[src/rtl/core/c_source_tokenizer_top_macros.svh]
// ----------------------------------------------------------------------------
// c source tokenizer assertion macros
// concurrent assertion wrappers, empty when SYNTH is defined
// ----------------------------------------------------------------------------
`ifndef C_SOURCE_TOKENIZER_TOP_MACROS_SVH
`define C_SOURCE_TOKENIZER_TOP_MACROS_SVH

`ifndef SYNTH

// plain property check under clock and active-low reset
`define CST_ASSERT(lbl, clk, rstn, prop) \
  lbl: assert property (@(posedge clk) disable iff (!rstn) (prop)) \
    else $error("cst assertion failed");

// antecedent in one cycle implies consequent in the next
`define CST_ASSERT_NEXT(lbl, clk, rstn, ante, cons) \
  lbl: assert property (@(posedge clk) disable iff (!rstn) (ante) |=> (cons)) \
    else $error("cst assertion failed");

`else

`define CST_ASSERT(lbl, clk, rstn, prop)
`define CST_ASSERT_NEXT(lbl, clk, rstn, ante, cons)

`endif

`endif

[src/rtl/core/cst_pkg.sv]
// ----------------------------------------------------------------------------
// cst_pkg
// shared types and constants of the c source tokenizer
// ----------------------------------------------------------------------------
package cst_pkg;

  localparam int ByteWidth = 8;
  localparam int KindWidth = 4;
  localparam int OffsWidth = 24;
  localparam int StateWidth = 4;

  // lexer state codes
  localparam logic [StateWidth-1:0] StIdle     = 4'd0;
  localparam logic [StateWidth-1:0] StName     = 4'd1;
  localparam logic [StateWidth-1:0] StNum      = 4'd2;
  localparam logic [StateWidth-1:0] StOp       = 4'd3;
  localparam logic [StateWidth-1:0] StString   = 4'd4;
  localparam logic [StateWidth-1:0] StLcomment = 4'd5;
  localparam logic [StateWidth-1:0] StBcomment = 4'd6;
  localparam logic [StateWidth-1:0] StDouble   = 4'd7;
  localparam logic [StateWidth-1:0] StFloat    = 4'd8;
  localparam logic [StateWidth-1:0] StHex      = 4'd9;
  localparam logic [StateWidth-1:0] StDot      = 4'd10;
  localparam logic [StateWidth-1:0] StChars    = 4'd11;

  // token kind codes
  localparam logic [KindWidth-1:0] KindName     = 4'd0;
  localparam logic [KindWidth-1:0] KindInt      = 4'd1;
  localparam logic [KindWidth-1:0] KindDouble   = 4'd2;
  localparam logic [KindWidth-1:0] KindFloat    = 4'd3;
  localparam logic [KindWidth-1:0] KindHex      = 4'd4;
  localparam logic [KindWidth-1:0] KindOp       = 4'd5;
  localparam logic [KindWidth-1:0] KindString   = 4'd6;
  localparam logic [KindWidth-1:0] KindChar     = 4'd7;
  localparam logic [KindWidth-1:0] KindLcomment = 4'd8;
  localparam logic [KindWidth-1:0] KindBcomment = 4'd9;

  // characters
  localparam logic [ByteWidth-1:0] ChrNul       = 8'h00;
  localparam logic [ByteWidth-1:0] ChrBackslash = 8'd92;
  localparam logic [ByteWidth-1:0] ChrNewline   = 8'h0A;
  localparam logic [ByteWidth-1:0] ChrZero      = 8'h30;
  localparam logic [ByteWidth-1:0] ChrX         = 8'h78;
  localparam logic [ByteWidth-1:0] ChrF         = 8'h66;
  localparam logic [ByteWidth-1:0] ChrDot       = 8'h2E;
  localparam logic [ByteWidth-1:0] ChrStar      = 8'h2A;
  localparam logic [ByteWidth-1:0] ChrSlash     = 8'h2F;
  localparam logic [ByteWidth-1:0] ChrQuote     = 8'h27;
  localparam logic [ByteWidth-1:0] ChrDquote    = 8'h22;

  // character classes of one byte
  typedef struct packed {
    logic is_digit;
    logic is_alpha;
    logic is_hex;
    logic is_op;
    logic is_dot;
    logic is_quote;
    logic is_dquote;
    logic is_newline;
    logic is_star;
    logic is_slash;
    logic is_f;
    logic is_x;
    logic is_nul;
  } char_class_t;

  // one token result
  typedef struct packed {
    logic                 valid;
    logic [KindWidth-1:0] token_kind;
    logic [OffsWidth-1:0] token_start;
    logic [OffsWidth-1:0] token_end;
  } token_res_t;

  typedef struct packed {
    logic                 valid;
    logic [KindWidth-1:0] kind;
  } kind_map_t;

  // kind reported for the state a token was in
  function automatic kind_map_t state_kind(input logic [StateWidth-1:0] st);
    kind_map_t km;
    km.valid = 1'b1;
    km.kind  = KindName;
    case (st)
      StName:     km.kind = KindName;
      StNum:      km.kind = KindInt;
      StDouble:   km.kind = KindDouble;
      StFloat:    km.kind = KindFloat;
      StHex:      km.kind = KindHex;
      StOp:       km.kind = KindOp;
      StString:   km.kind = KindString;
      StChars:    km.kind = KindChar;
      StLcomment: km.kind = KindLcomment;
      StBcomment: km.kind = KindBcomment;
      default:    km.valid = 1'b0;
    endcase
    return km;
  endfunction

endpackage

[src/rtl/core/cst_byte_if.sv]
// ----------------------------------------------------------------------------
// cst_byte_if
// valid/ready channel carrying one source byte per transaction
// ----------------------------------------------------------------------------
interface cst_byte_if;
  logic                           valid;
  logic                           ready;
  logic [cst_pkg::ByteWidth-1:0]  text_byte;

  modport source (output valid, output text_byte, input ready);
  modport sink (input valid, input text_byte, output ready);
endinterface

[src/rtl/core/cst_token_if.sv]
// ----------------------------------------------------------------------------
// cst_token_if
// valid/ready channel carrying one token descriptor per transaction
// ----------------------------------------------------------------------------
interface cst_token_if;
  logic                           valid;
  logic                           ready;
  logic [cst_pkg::KindWidth-1:0]  token_kind;
  logic [cst_pkg::OffsWidth-1:0]  token_start;
  logic [cst_pkg::OffsWidth-1:0]  token_end;

  modport source (output valid, output token_kind, output token_start, output token_end,
                  input ready);
  modport sink (input valid, input token_kind, input token_start, input token_end,
                output ready);
endinterface

[src/rtl/core/cst_char_class.sv]
// ----------------------------------------------------------------------------
// cst_char_class
// decodes one byte into its lexical character classes
// ----------------------------------------------------------------------------
module cst_char_class (
  input  logic [cst_pkg::ByteWidth-1:0] char_i,
  output cst_pkg::char_class_t          class_o
);

  logic op_hit;

  always_comb begin
    op_hit = 1'b0;
    case (char_i) inside
      "=", "+", "-", "*", "/", ",", "?", "!", "&", "|", "~",
      "^", "<", ">", ":", ";", "[", "]", "{", "}", "(", ")": op_hit = 1'b1;
      default: op_hit = 1'b0;
    endcase
  end

  always_comb begin
    class_o.is_digit   = (char_i >= "0") && (char_i <= "9");
    class_o.is_alpha   = ((char_i >= "A") && (char_i <= "Z")) ||
                         ((char_i >= "a") && (char_i <= "z")) || (char_i == "_");
    class_o.is_hex     = class_o.is_digit || ((char_i >= "A") && (char_i <= "F")) ||
                         ((char_i >= "a") && (char_i <= "f"));
    class_o.is_op      = op_hit;
    class_o.is_dot     = (char_i == cst_pkg::ChrDot);
    class_o.is_quote   = (char_i == cst_pkg::ChrQuote);
    class_o.is_dquote  = (char_i == cst_pkg::ChrDquote);
    class_o.is_newline = (char_i == cst_pkg::ChrNewline);
    class_o.is_star    = (char_i == cst_pkg::ChrStar);
    class_o.is_slash   = (char_i == cst_pkg::ChrSlash);
    class_o.is_f       = (char_i == cst_pkg::ChrF);
    class_o.is_x       = (char_i == cst_pkg::ChrX);
    class_o.is_nul     = (char_i == cst_pkg::ChrNul);
  end

endmodule

[src/rtl/core/cst_step.sv]
// ----------------------------------------------------------------------------
// cst_step
// next lexer state and token result for one byte
// ----------------------------------------------------------------------------
module cst_step #(
  parameter int POSITION_WIDTH = 24
) (
  input  logic [cst_pkg::ByteWidth-1:0]  char_i,
  input  cst_pkg::char_class_t           class_i,
  input  logic [cst_pkg::StateWidth-1:0] state_i,
  input  logic [cst_pkg::ByteWidth-1:0]  prev_i,
  input  logic [POSITION_WIDTH-1:0]      start_i,
  input  logic [POSITION_WIDTH-1:0]      end_i,
  input  logic [POSITION_WIDTH-1:0]      pos_i,
  output logic [cst_pkg::StateWidth-1:0] state_o,
  output logic [cst_pkg::ByteWidth-1:0]  prev_o,
  output logic [POSITION_WIDTH-1:0]      start_o,
  output logic [POSITION_WIDTH-1:0]      end_o,
  output logic [POSITION_WIDTH-1:0]      pos_o,
  output cst_pkg::token_res_t            res_o
);

  logic [cst_pkg::StateWidth-1:0]   st_n;
  logic [POSITION_WIDTH-1:0]        start_n;
  logic [POSITION_WIDTH-1:0]        end_n;
  logic [POSITION_WIDTH-1:0]        pos_inc;
  logic [POSITION_WIDTH-1:0]        diff;
  logic                             close;
  logic [POSITION_WIDTH+23:0]       start_ext;
  logic [POSITION_WIDTH+23:0]       end_ext;
  cst_pkg::kind_map_t               km;

  assign pos_inc = pos_i + 1'b1;

  always_comb begin
    st_n    = state_i;
    start_n = start_i;
    end_n   = end_i;
    close   = 1'b0;

    unique case (state_i)
      cst_pkg::StIdle: begin
        if (class_i.is_quote) begin
          st_n = cst_pkg::StChars;  start_n = pos_inc;
        end else if (class_i.is_dquote) begin
          st_n = cst_pkg::StString; start_n = pos_inc;
        end else if (class_i.is_digit) begin
          st_n = cst_pkg::StNum;    start_n = pos_i;
        end else if (class_i.is_alpha) begin
          st_n = cst_pkg::StName;   start_n = pos_i;
        end else if (class_i.is_op) begin
          st_n = cst_pkg::StOp;     start_n = pos_i;
        end else if (class_i.is_dot) begin
          st_n = cst_pkg::StDot;    start_n = pos_i;
        end
      end
      cst_pkg::StName: begin
        if (!(class_i.is_alpha || class_i.is_digit)) close = 1'b1;
      end
      cst_pkg::StNum: begin
        if (class_i.is_digit) begin
          st_n = cst_pkg::StNum;
        end else if (class_i.is_dot) begin
          st_n = cst_pkg::StDouble;
        end else if (class_i.is_f) begin
          st_n = cst_pkg::StFloat;
        end else if (class_i.is_x && (prev_i == cst_pkg::ChrZero)) begin
          st_n = cst_pkg::StHex;
        end else begin
          close = 1'b1;
        end
      end
      cst_pkg::StDouble: begin
        if (class_i.is_digit) begin
          st_n = cst_pkg::StDouble;
        end else if (class_i.is_f) begin
          st_n = cst_pkg::StFloat;
        end else begin
          close = 1'b1;
        end
      end
      cst_pkg::StFloat: begin
        close = 1'b1;
      end
      cst_pkg::StHex: begin
        if (!class_i.is_hex) close = 1'b1;
      end
      cst_pkg::StDot: begin
        st_n = class_i.is_digit ? cst_pkg::StNum : cst_pkg::StOp;
      end
      cst_pkg::StOp: begin
        if (class_i.is_star && (prev_i == cst_pkg::ChrSlash)) begin
          st_n = cst_pkg::StBcomment; start_n = pos_inc;
        end else if (class_i.is_slash && (prev_i == cst_pkg::ChrSlash)) begin
          st_n = cst_pkg::StLcomment; start_n = pos_inc;
        end else if (!(class_i.is_op || class_i.is_dot)) begin
          close = 1'b1;
        end
      end
      cst_pkg::StString: begin
        if (class_i.is_dquote) begin
          st_n = cst_pkg::StIdle; end_n = pos_i;
        end
      end
      cst_pkg::StChars: begin
        if (class_i.is_quote && (prev_i != cst_pkg::ChrBackslash)) begin
          st_n = cst_pkg::StIdle; end_n = pos_i;
        end
      end
      cst_pkg::StLcomment: begin
        if (class_i.is_newline) begin
          st_n = cst_pkg::StIdle; end_n = pos_i;
        end
      end
      cst_pkg::StBcomment: begin
        if (class_i.is_slash && (prev_i == cst_pkg::ChrStar)) begin
          st_n = cst_pkg::StIdle; end_n = pos_i - 1'b1;
        end
      end
      default: st_n = cst_pkg::StIdle;
    endcase

    if (close) begin
      st_n  = cst_pkg::StIdle;
      end_n = pos_i;
    end
  end

  // token report, taken before the delimiter is classified again
  assign diff      = end_n - start_n;
  assign km        = cst_pkg::state_kind(state_i);
  assign start_ext = {24'b0, start_n};
  assign end_ext   = {24'b0, end_n};

  always_comb begin
    res_o.valid       = (st_n != state_i) && (diff != '0) && !diff[POSITION_WIDTH-1] &&
                        km.valid;
    res_o.token_kind  = km.kind;
    res_o.token_start = start_ext[23:0];
    res_o.token_end   = end_ext[23:0];
  end

  always_comb begin
    state_o = st_n;
    start_o = start_n;
    end_o   = end_n;
    prev_o  = char_i;
    pos_o   = pos_inc;

    // delimiter starts the next token from idle
    if (close && !class_i.is_nul) begin
      if (class_i.is_quote) begin
        state_o = cst_pkg::StChars;  start_o = pos_inc;
      end else if (class_i.is_dquote) begin
        state_o = cst_pkg::StString; start_o = pos_inc;
      end else if (class_i.is_digit) begin
        state_o = cst_pkg::StNum;    start_o = pos_i;
      end else if (class_i.is_alpha) begin
        state_o = cst_pkg::StName;   start_o = pos_i;
      end else if (class_i.is_op) begin
        state_o = cst_pkg::StOp;     start_o = pos_i;
      end else if (class_i.is_dot) begin
        state_o = cst_pkg::StDot;    start_o = pos_i;
      end
    end

    // end of text clears state and position
    if (class_i.is_nul) begin
      state_o = cst_pkg::StIdle;
      start_o = '0;
      end_o   = '0;
      prev_o  = cst_pkg::ChrNul;
      pos_o   = '0;
    end
  end

endmodule

[src/rtl/core/c_source_tokenizer_top.sv]
// ----------------------------------------------------------------------------
// c_source_tokenizer_top
// streaming lexer for c source text, one byte in, zero or one token out
//
// usage:
//   byte_i carries one source byte per transaction; byte 0 ends the text,
//   closes any open name, number or operator run and clears the lexer state
//   and the byte position. token_o carries kind, start and end offset of
//   each finished token (end is one past the last byte of the token).
//   path: an accepted byte waits in the input register, is lexed from there
//   into the result register, and its token, if any, is offered from that register.
//   throughput: one byte per cycle while token_o does not stall, set by the
//   combinational lexer step between the input register and the result register.
//   stall: while a token waits on token_o, the lexer holds; one more byte
//   is still taken into the input register, after which ready drops.
//   reset: lexer idle, offsets and position zero, both registers empty.
// ----------------------------------------------------------------------------
`include "c_source_tokenizer_top_macros.svh"

module c_source_tokenizer_top #(
  parameter int POSITION_WIDTH = 24
) (
  input  logic               clk_i,
  input  logic               rst_ni,
  cst_byte_if.sink           byte_i,
  cst_token_if.source        token_o
);

  // input register
  logic                            in_valid_q;
  logic [cst_pkg::ByteWidth-1:0]   in_byte_q;

  // lexer state
  logic [cst_pkg::StateWidth-1:0]  state_q, state_d;
  logic [cst_pkg::ByteWidth-1:0]   prev_q, prev_d;
  logic [POSITION_WIDTH-1:0]       start_q, start_d;
  logic [POSITION_WIDTH-1:0]       end_q, end_d;
  logic [POSITION_WIDTH-1:0]       pos_q, pos_d;

  // result register
  logic                            out_valid_q;
  cst_pkg::token_res_t             out_res_q;

  cst_pkg::char_class_t            char_class;
  cst_pkg::token_res_t             step_res;
  logic                            out_free;
  logic                            step_fire;

  // result slot can take a new value when empty or being drained
  assign out_free  = !out_valid_q || token_o.ready;
  assign step_fire = in_valid_q && out_free;
  assign byte_i.ready = !in_valid_q || out_free;

  cst_char_class u_class (
    .char_i  (in_byte_q),
    .class_o (char_class)
  );

  cst_step #(
    .POSITION_WIDTH (POSITION_WIDTH)
  ) u_step (
    .char_i  (in_byte_q),
    .class_i (char_class),
    .state_i (state_q),
    .prev_i  (prev_q),
    .start_i (start_q),
    .end_i   (end_q),
    .pos_i   (pos_q),
    .state_o (state_d),
    .prev_o  (prev_d),
    .start_o (start_d),
    .end_o   (end_d),
    .pos_o   (pos_d),
    .res_o   (step_res)
  );

  // input register, refilled whenever the byte in it moves on
  always_ff @(posedge clk_i or negedge rst_ni) begin
    if (!rst_ni) begin
      in_valid_q <= 1'b0;
    end else if (byte_i.ready) begin
      in_valid_q <= byte_i.valid;
    end
  end

  always_ff @(posedge clk_i) begin
    if (byte_i.ready && byte_i.valid) begin
      in_byte_q <= byte_i.text_byte;
    end
  end

  // lexer state advances once per lexed byte
  always_ff @(posedge clk_i or negedge rst_ni) begin
    if (!rst_ni) begin
      state_q <= cst_pkg::StIdle;
      prev_q  <= cst_pkg::ChrNul;
      start_q <= '0;
      end_q   <= '0;
      pos_q   <= '0;
    end else if (step_fire) begin
      state_q <= state_d;
      prev_q  <= prev_d;
      start_q <= start_d;
      end_q   <= end_d;
      pos_q   <= pos_d;
    end
  end

  // result register
  always_ff @(posedge clk_i or negedge rst_ni) begin
    if (!rst_ni) begin
      out_valid_q <= 1'b0;
    end else if (out_free) begin
      out_valid_q <= step_fire && step_res.valid;
    end
  end

  always_ff @(posedge clk_i) begin
    if (step_fire && step_res.valid) begin
      out_res_q <= step_res;
    end
  end

  assign token_o.valid       = out_valid_q;
  assign token_o.token_kind  = out_res_q.token_kind;
  assign token_o.token_start = out_res_q.token_start;
  assign token_o.token_end   = out_res_q.token_end;

  // end of text leaves the lexer idle at position zero
  `CST_ASSERT_NEXT(a_nul_clears, clk_i, rst_ni, step_fire && char_class.is_nul, state_q == cst_pkg::StIdle && pos_q == '0)
  // position moves by one for every other lexed byte
  `CST_ASSERT_NEXT(a_pos_step, clk_i, rst_ni, step_fire && !char_class.is_nul, pos_q == POSITION_WIDTH'($past(pos_q) + 1'b1))
  // a new token only appears right after a lexer step
  `CST_ASSERT(a_res_from_step, clk_i, rst_ni, $rose(out_valid_q) |-> $past(step_fire))
  // a byte waiting on a blocked result is not lost
  `CST_ASSERT_NEXT(a_in_held, clk_i, rst_ni, in_valid_q && !out_free, in_valid_q && $stable(in_byte_q))

endmodule

[src/flat_wrapper.sv]
// flat-port wrapper written by rule: the top's interface ports become plain ports
module c_source_tokenizer_top_flat 
#(
  parameter int POSITION_WIDTH = 24
)
  (clk_i, rst_ni, byte_i_valid, byte_i_text_byte, byte_i_ready, token_o_valid, token_o_token_kind, token_o_token_start, token_o_token_end, token_o_ready);
  cst_byte_if byte_i_i ();
  cst_token_if token_o_i ();
  input  logic clk_i;
  input  logic rst_ni;
  input wire logic [$bits(byte_i_i.valid)-1:0] byte_i_valid;
  input wire logic [$bits(byte_i_i.text_byte)-1:0] byte_i_text_byte;
  output wire logic [$bits(byte_i_i.ready)-1:0] byte_i_ready;
  output wire logic [$bits(token_o_i.valid)-1:0] token_o_valid;
  output wire logic [$bits(token_o_i.token_kind)-1:0] token_o_token_kind;
  output wire logic [$bits(token_o_i.token_start)-1:0] token_o_token_start;
  output wire logic [$bits(token_o_i.token_end)-1:0] token_o_token_end;
  input wire logic [$bits(token_o_i.ready)-1:0] token_o_ready;
  assign byte_i_i.valid = byte_i_valid;
  assign byte_i_i.text_byte = byte_i_text_byte;
  assign byte_i_ready = byte_i_i.ready;
  assign token_o_valid = token_o_i.valid;
  assign token_o_token_kind = token_o_i.token_kind;
  assign token_o_token_start = token_o_i.token_start;
  assign token_o_token_end = token_o_i.token_end;
  assign token_o_i.ready = token_o_ready;
  c_source_tokenizer_top #(.POSITION_WIDTH(POSITION_WIDTH)) u_core (.clk_i(clk_i), .rst_ni(rst_ni), .byte_i(byte_i_i), .token_o(token_o_i));
endmodule
[config.mk]
export PLATFORM = sky130hd
export DESIGN_NAME = c_source_tokenizer_top_flat
export DESIGN_NICKNAME = d
export VERILOG_FILES = /design/src/rtl/core/cst_pkg.sv /design/src/rtl/core/cst_byte_if.sv /design/src/rtl/core/cst_token_if.sv /design/src/rtl/core/cst_char_class.sv /design/src/rtl/core/cst_step.sv /design/src/rtl/core/c_source_tokenizer_top.sv /design/src/flat_wrapper.sv
export VERILOG_INCLUDE_DIRS = /design/src /design/src/rtl/core
export SDC_FILE = /design/constraint.sdc
export NUM_CORES = 1
export LEC_CHECK = 0
export ABC_AREA = 1
export BUFFER_PORTS_ARGS = -buffer_cell sky130_fd_sc_hd__buf_2
export CORE_ASPECT_RATIO = 0.6
export CORE_MARGIN = 2
export CORE_UTILIZATION = 61
export DETAILED_ROUTE_END_ITERATION = 10
export HOLD_SLACK_MARGIN = 0.08
export PLACE_DENSITY = 0.8
export SYNTH_ARGS = -nofsm -noshare
export SYNTH_HDL_FRONTEND = slang
export SYNTH_SLANG_ARGS = --single-unit
[constraint.sdc]
create_clock -name clk_i -period 9 [get_ports clk_i]
set_clock_uncertainty 0.2 [all_clocks]
set_input_delay 1.8 -clock clk_i [delete_from_list [all_inputs] [get_ports clk_i]]
set_output_delay 1.8 -clock clk_i [all_outputs]
set_load 0.005 [all_outputs]
==> results of run 1 <==
-- worst min-delay path: stages, from the launching register on --
cell and delay (ns):
dfrtp_1 0.34, nand2_1 0.05, nand2_1 0.06
-- worst paths after layout --
check	depth (start not counted)	start	slack, ns	to
max	28	u_core.in_byte_q[0]	1.67	u_core.token_o.token_end[22]
min	2	u_core.start_q[20]	0.28	u_core.start_q[20]
max reg2reg	28	u_core.in_byte_q[0]	1.67	u_core.token_o.token_end[22]
min reg2reg	2	u_core.start_q[20]	0.28	u_core.start_q[20]
max in group asynchronous	2	rst_ni	6.29	u_core.pos_q[5]
min in group asynchronous	1	rst_ni	1.08	u_core.in_valid_q
-- layer usage --
layer,wire (um),vias to the layer above
met1,17900,5728
met5,45,-
met2,15000,1119
li1,-,5760
met3,7900,129
met4,1240,2
-- flip-flops by register name, indices dropped and copies added (netlist names) --
register	flops
u_core.token_o.valid	1
u_core.state_q	4
u_core.token_o.token_start	24
u_core.token_o.token_kind	4
u_core.in_byte_q	8
u_core.start_q	24
u_core.pos_q	24
u_core.token_o.token_end	24
u_core.prev_q	8
u_core.end_q	24
u_core.in_valid_q	1
-- kinds of logic (layout without fill, tap and decap cells) --
family | Yosys count | after routing | synth area share
other | 0 | 1 | 0
and+or+nand+nor | 879 | 879 | 0.334
DFF | 146 | 146 | 0.339
buffers and inverters | 321 | 367 | 0.110
AOI/OAI and AO/OA | 328 | 328 | 0.171
muxes | 1 | 1 | 0.000859
xor gates and xnor gates | 21 | 21 | 0.0158
adders and majority gates | 26 | 26 | 0.0286
-- synthesized netlist by cell type (25+ instances only) --
cell type and n:
nand2_1 491, nor2_1 158, a21oi_1 72, inv_1 224, o22ai_1 50, nand3_1 123, ha_1 25, nand4_1 29
edfxtp_1 60, dfrtp_1 86, o21ai_0 86, inv_2 31, clkbuf_1 35, o21ai_1 36
-- layout make-up --
type	instances	area, um2	share of cell area
antenna	1	2.50	0.000198
clock buffer	22	444	0.0352
clock inverter	10	87.6	0.00695
inverter	257	965	0.0765
multi-input combinational	1255	6420	0.509
sequential	146	3950	0.314
tap	246	308	0.0244
timing repair buffer	78	425	0.0337
-- per-stage QoR --
step                instance area, um2  utilization  instances  hold WS (ns)  setup slack [ns]
finish                           12600        0.668       2015         0.282              1.67
global route                     12600        0.668       2014         0.313              1.35
CTS                              12600        0.668       2014         0.282              1.92
global placement                 12100        0.639       1982         0.265              2.01
detailed placement               12100        0.639       1982         0.266              1.95
floorplan                        11600            -       1722         0.249              2.58
==> key figures, run 1 <==
Final layout
  – Commonest non-fill, non-tap cell in the layout: nand2_1
  – Commonest cells after routing, fill and taps aside: nand2_1, inv_1, nor2_1
  – Area growth syn-to-layout: 8.24%
  – Layout Nets: 1793
  – Fill count: 1698
  – Share of layout cells above drive strength 1: 0.122

Routing
  – Via density: 6.32
  – Routed Antenna Nets: 0
  – Final WL: 42000 um
  – DR iter-0 viols: 2406
  – Wire length per cell: 20.8 um
  – Vias: 12700
  – Initial DRT Pass Iterations: 6
  – Drt drc: 0

Placement
  – Final HPWL DP: 31400 um
  – RePlAce Congestion: approximately 1.1
  – Count of input and output buffers: 65

Timing
  – Fin. Hold Viols: 0
  – Fin crit share: 0.814
  – Relative slew slack: 0.320
  – Fin crit period: 7.33 ns
  – Peak Freq: 136 MHz
  – TNS Setup: 0 ns
  – Final setup violation count: 0
  – Worst-margin pin slew: approximately 1.0 ns
  – Pins Over Slew Limit: 0
  – RSZ-0062 raised after global routing: false

Floorplan
  – Die footprint: around 20000 um2
  – Die X: 182 um
  – Die Height: 111 um
  – I/O pins: 66
  – # rows: 39
  – Core Box Area: 18900 um2
  – Initial core utilization: 0.617

Global routing
  – Met1 Use GR: 0.643
  – Most Crowded Layer GR: met1
  – GR Util met3: 0.190
  – Global-route wire length before repair: 64600 um
  – GR Util met2: 0.503
  – Initial antenna violation count: 0
  – GRT overflow: 0
  – Pin count of the biggest net entering global routing: 59
  – Vias in the first global route: 11200
  – Total GRT Usage: 0.420

Critical path
  – CP required: 8.94 ns
  – CP peak stage delay: 0.76 ns
  – Worst path most repeated cell: nand2_1
  – Worst setup SP type: flop
  – Max FO, Critical Path: 31
  – Kind of critical path: reg -> reg
  – Top Family by Delay on Critical Path: simple AND/OR/NAND/NOR gates
  – Worst path bufs/invs: 4
  – Crit-path slowest cell: nor2_4
  – Worst path arrival time: 7.27 ns
  – Worst setup EP type: flop

Synth
  – Syn Inst Count: approximately 1700
  – Post-synthesis cell type count: approximately 60
  – Synthesis Warnings: 0
  – Synth Flop Type: dfrtp_1
  – Main area contributors after synthesis: dfrtp_1, nand2_1, edfxtp_1
  – Syn avg cell area: 6.77 um2
  – Cell Area, Synth: 11600 um2
  – EDFF count, synth: 60
  – Mapped Nets: about 1800
  – Cell taking the most area after synthesis: dfrtp_1
  – Share of the synthesized area in the top cell type: 0.185
  – #FFs+latches synth: 146
  – Async set-or-reset flop fraction in the synthesized netlist: 0.589
  – Register area share after synthesis: 0.339

Clocking
  – Num CTS Buffers: 17
  – Hold_buf cts: 0
  – Clk_lat worst skew: 0.45 ns
  – CTS Sinks: between 100 and 150
  – H-tree depth: 4
  – Post-CTS Resized: 0
  – CTS tree: built
  – Max Root-Sink Buffers: 2
  – Worst-path clk slew: ~0.060 ns
  – Clock root buffer: clkbuf_16
  – Setup Fix Bufs, Post-CTS: 0

Run status
  – Status: finished, final reports clean

Worst hold path
  – Min-delay worst type: reg -> reg

Job
  – Max-Cap Viols: 0
Power of run 1 is not shown: default switching activity piles up to over one toggle a cycle in this logic, so the estimate is an artifact.
==> run 2, diff against run 1 <==
==> constraint.sdc (replaced) <==
create_clock -name clk_i -period 7.4 [get_ports clk_i]
set_clock_uncertainty 0.2 [all_clocks]
set_input_delay 1.48 -clock clk_i [delete_from_list [all_inputs] [get_ports clk_i]]
set_output_delay 1.48 -clock clk_i [all_outputs]
set_load 0.005 [all_outputs]
==> run 2 against run 1 <==
Effect of this change:
- final cell count about the same
- core utilization is 0.28 points higher
- die area is the same
- register-to-register slack got worse by 0.59 ns
- design area is 0.42% higher
- flip-flop and latch count unchanged
- critical path type unchanged
==> key figures, run 2 (synthesis gave the netlist of run 1 again) <==
Clocking
  – Clk_lat worst skew: 0.45 ns (about the same)
  – Num CTS Buffers: 17 (unchanged)
  – Setup Fix Bufs, Post-CTS: 0 (unchanged)
  – Hold_buf cts: 0 (unchanged)
  – CTS Sinks: 146 (unchanged)
  – CTS tree: built
  – Post-CTS Resized: 0 (unchanged)
  – H-tree depth: 4 (unchanged)
  – Max Root-Sink Buffers: 2 (unchanged)
  – Worst-path clk slew: 0.06 ns (about the same)
  – Clock root buffer: clkbuf_16

Final layout
  – Commonest cells after routing, fill and taps aside: nand2_1, inv_1, nor2_1
  – Area growth syn-to-layout: 8.69%
  – Ant diodes: 0 (-1)
  – Commonest non-fill, non-tap cell in the layout: nand2_1
  – Share of layout cells above drive strength 1: 0.124 (+0.00226)
  – Layout Nets: 1794 (+0.056%)

Global routing
  – Pin count of the biggest net entering global routing: 62 (+5.1%)
  – Initial antenna violation count: 2 (+2)
  – Global-route wire length before repair: 65200 um (+0.90%)
  – Vias in the first global route: 11200 (+0.45%)
  – GRT overflow: 0 (unchanged)
  – Total GRT Usage: 0.425 (+0.00468)

Critical path
  – R2r endpoint: u_core.token_o.token_end[7]
  – Worst setup EP type: flop
  – Reg2Reg Depth: 26 (-7.1%)
  – Worst path most repeated cell: nand2_1
  – Reg2reg start: u_core.in_byte_q[2]
  – CP required: 7.31 ns (-1.63 ns)
  – Worst path arrival time: 6.23 ns (-1.04 ns)
  – Crit-path slowest cell: buf_4
  – CP peak stage delay: 0.58 ns (-0.18 ns)
  – Max FO, Critical Path: 52 (+68%)
  – Worst setup SP type: flop
  – Kind of critical path: reg -> reg
  – R2R Setup Slk: 1.08 ns (-0.59 ns)

Routing
  – Final WL: 42700 um (+1.6%)
  – Wire length per cell: 21.2 um (+1.6%)
  – Via density: 6.26 (-1.0%)
  – Vias: 12600 (-1.1%)
  – Initial DRT Pass Iterations: 6 (unchanged)
  – DR iter-0 viols: 2103 (-13%)
  – Drt drc: 0 (unchanged)
  – Routed Antenna Nets: 0 (unchanged)

Floorplan
  – Initial core utilization: 0.617 (unchanged)
  – Die Height: 111 um (unchanged)
  – # rows: 39 (unchanged)
  – Die X: 182 um (unchanged)
  – Die footprint: 20300 um2 (unchanged)
  – I/O pins: 66 (unchanged)
  – Core Box Area: 18900 um2 (unchanged)

Timing
  – Peak Freq: 158 MHz (+16%)
  – TNS Setup: 0 ns (unchanged)
  – Setup ws final: 1.08 ns (-0.588 ns)
  – RSZ-0062 raised after global routing: false
  – Relative slew slack: 0.379 (+0.0588)
  – Worst-margin pin slew: 0.932 ns (-0.0853 ns)
  – Final setup violation count: 0 (unchanged)
  – Fin. Hold Viols: 0 (unchanged)
  – Fin crit period: 6.32 ns (-1.01 ns)
  – Fin crit share: 0.853 (+0.0393)
  – Pins Over Slew Limit: 0 (unchanged)

Job
  – Max-Cap Viols: 0 (unchanged)

Placement
  – Final HPWL DP: 31400 um (about the same)
  – Count of input and output buffers: 65 (unchanged)
  – Pre-CTS WS: 1.42 ns (-0.528 ns)
  – RePlAce Congestion: 1.02 (-5.9%)

Worst hold path
  – Hold endpoint: u_core.start_q[20]
  – Min-delay worst type: reg -> reg
  – Hold path cells: 2 (unchanged)
  – HP Start: u_core.start_q[20]

Run status
  – Status: finished, final reports clean
run 2: changes by cell type in the layout (fill, tap and decap cells not counted), sizes merged:
cell | before | now
buf | 78 | 79
bufinv | 1 | 2
inv | 255 | 257
clkinv | 9 | 8
clkbuf | 22 | 18
diode | 1 | 0
clkinvlp | 2 | 3
run 2: worst max-delay path by stage:
stage / start / to / depth (start not counted)
floorplan: u_core.in_byte_q[7] / u_core.token_o.token_end[0] / 29
global placement: u_core.in_byte_q[0] / u_core.token_o.token_kind[3] / 25
detailed placement: u_core.in_byte_q[3] / u_core.token_o.token_kind[0] / 30
CTS: u_core.in_byte_q[3] / u_core.token_o.token_kind[3] / 30
global route: u_core.in_byte_q[2] / u_core.token_o.token_kind[3] / 25
finish: u_core.in_byte_q[2] / u_core.token_o.token_end[7] / 26
run 2: final cells by class:
class | instances | area (um2)
clock buffer | 18 | 429
clock inverter | 13 | 138
fill | 1650 | 6220
inverter | 257 | 965
multi-input combinational | 1255 | 6420
sequential | 146 | 3950
tap | 246 | 308
timing repair buffer | 79 | 445
run 2: per-stage QoR:
step | area [um2] | hold slack (ns) | cells | util
final | 12700 | 0.282 | 2014 | 0.671
after global routing | 12700 | 0.321 | 2014 | 0.671
after CTS | 12700 | 0.283 | 2014 | 0.671
after detailed placement | 12100 | 0.266 | 1983 | 0.640
after global placement | 12100 | 0.263 | 1983 | 0.640
after floorplan | 11600 | 0.249 | 1722 | -
run 2: worst max-delay path: cells and delay by family (launching register included):
family,cells,cell delay (ns)
flops,1,0.47
fa+ha+maj,1,0.35
buf+inv,6,1.27
compound gates,4,1.10
simple gates,15,2.53
run 2: per-layer routing:
metal / global-route usage / routed length [um] / up-vias / part of all wire
li1: - / - / 5760 / -
met1: 0.651 / 18400 / 5657 / 0.43
met2: 0.521 / 15500 / 1063 / 0.36
met3: 0.188 / 7470 / 118 / 0.18
met4: 0.131 / 1300 / 2 / 0.031
met5: 0 / 11 / - / 0.00026
Power of run 2 is left out for the same reason.
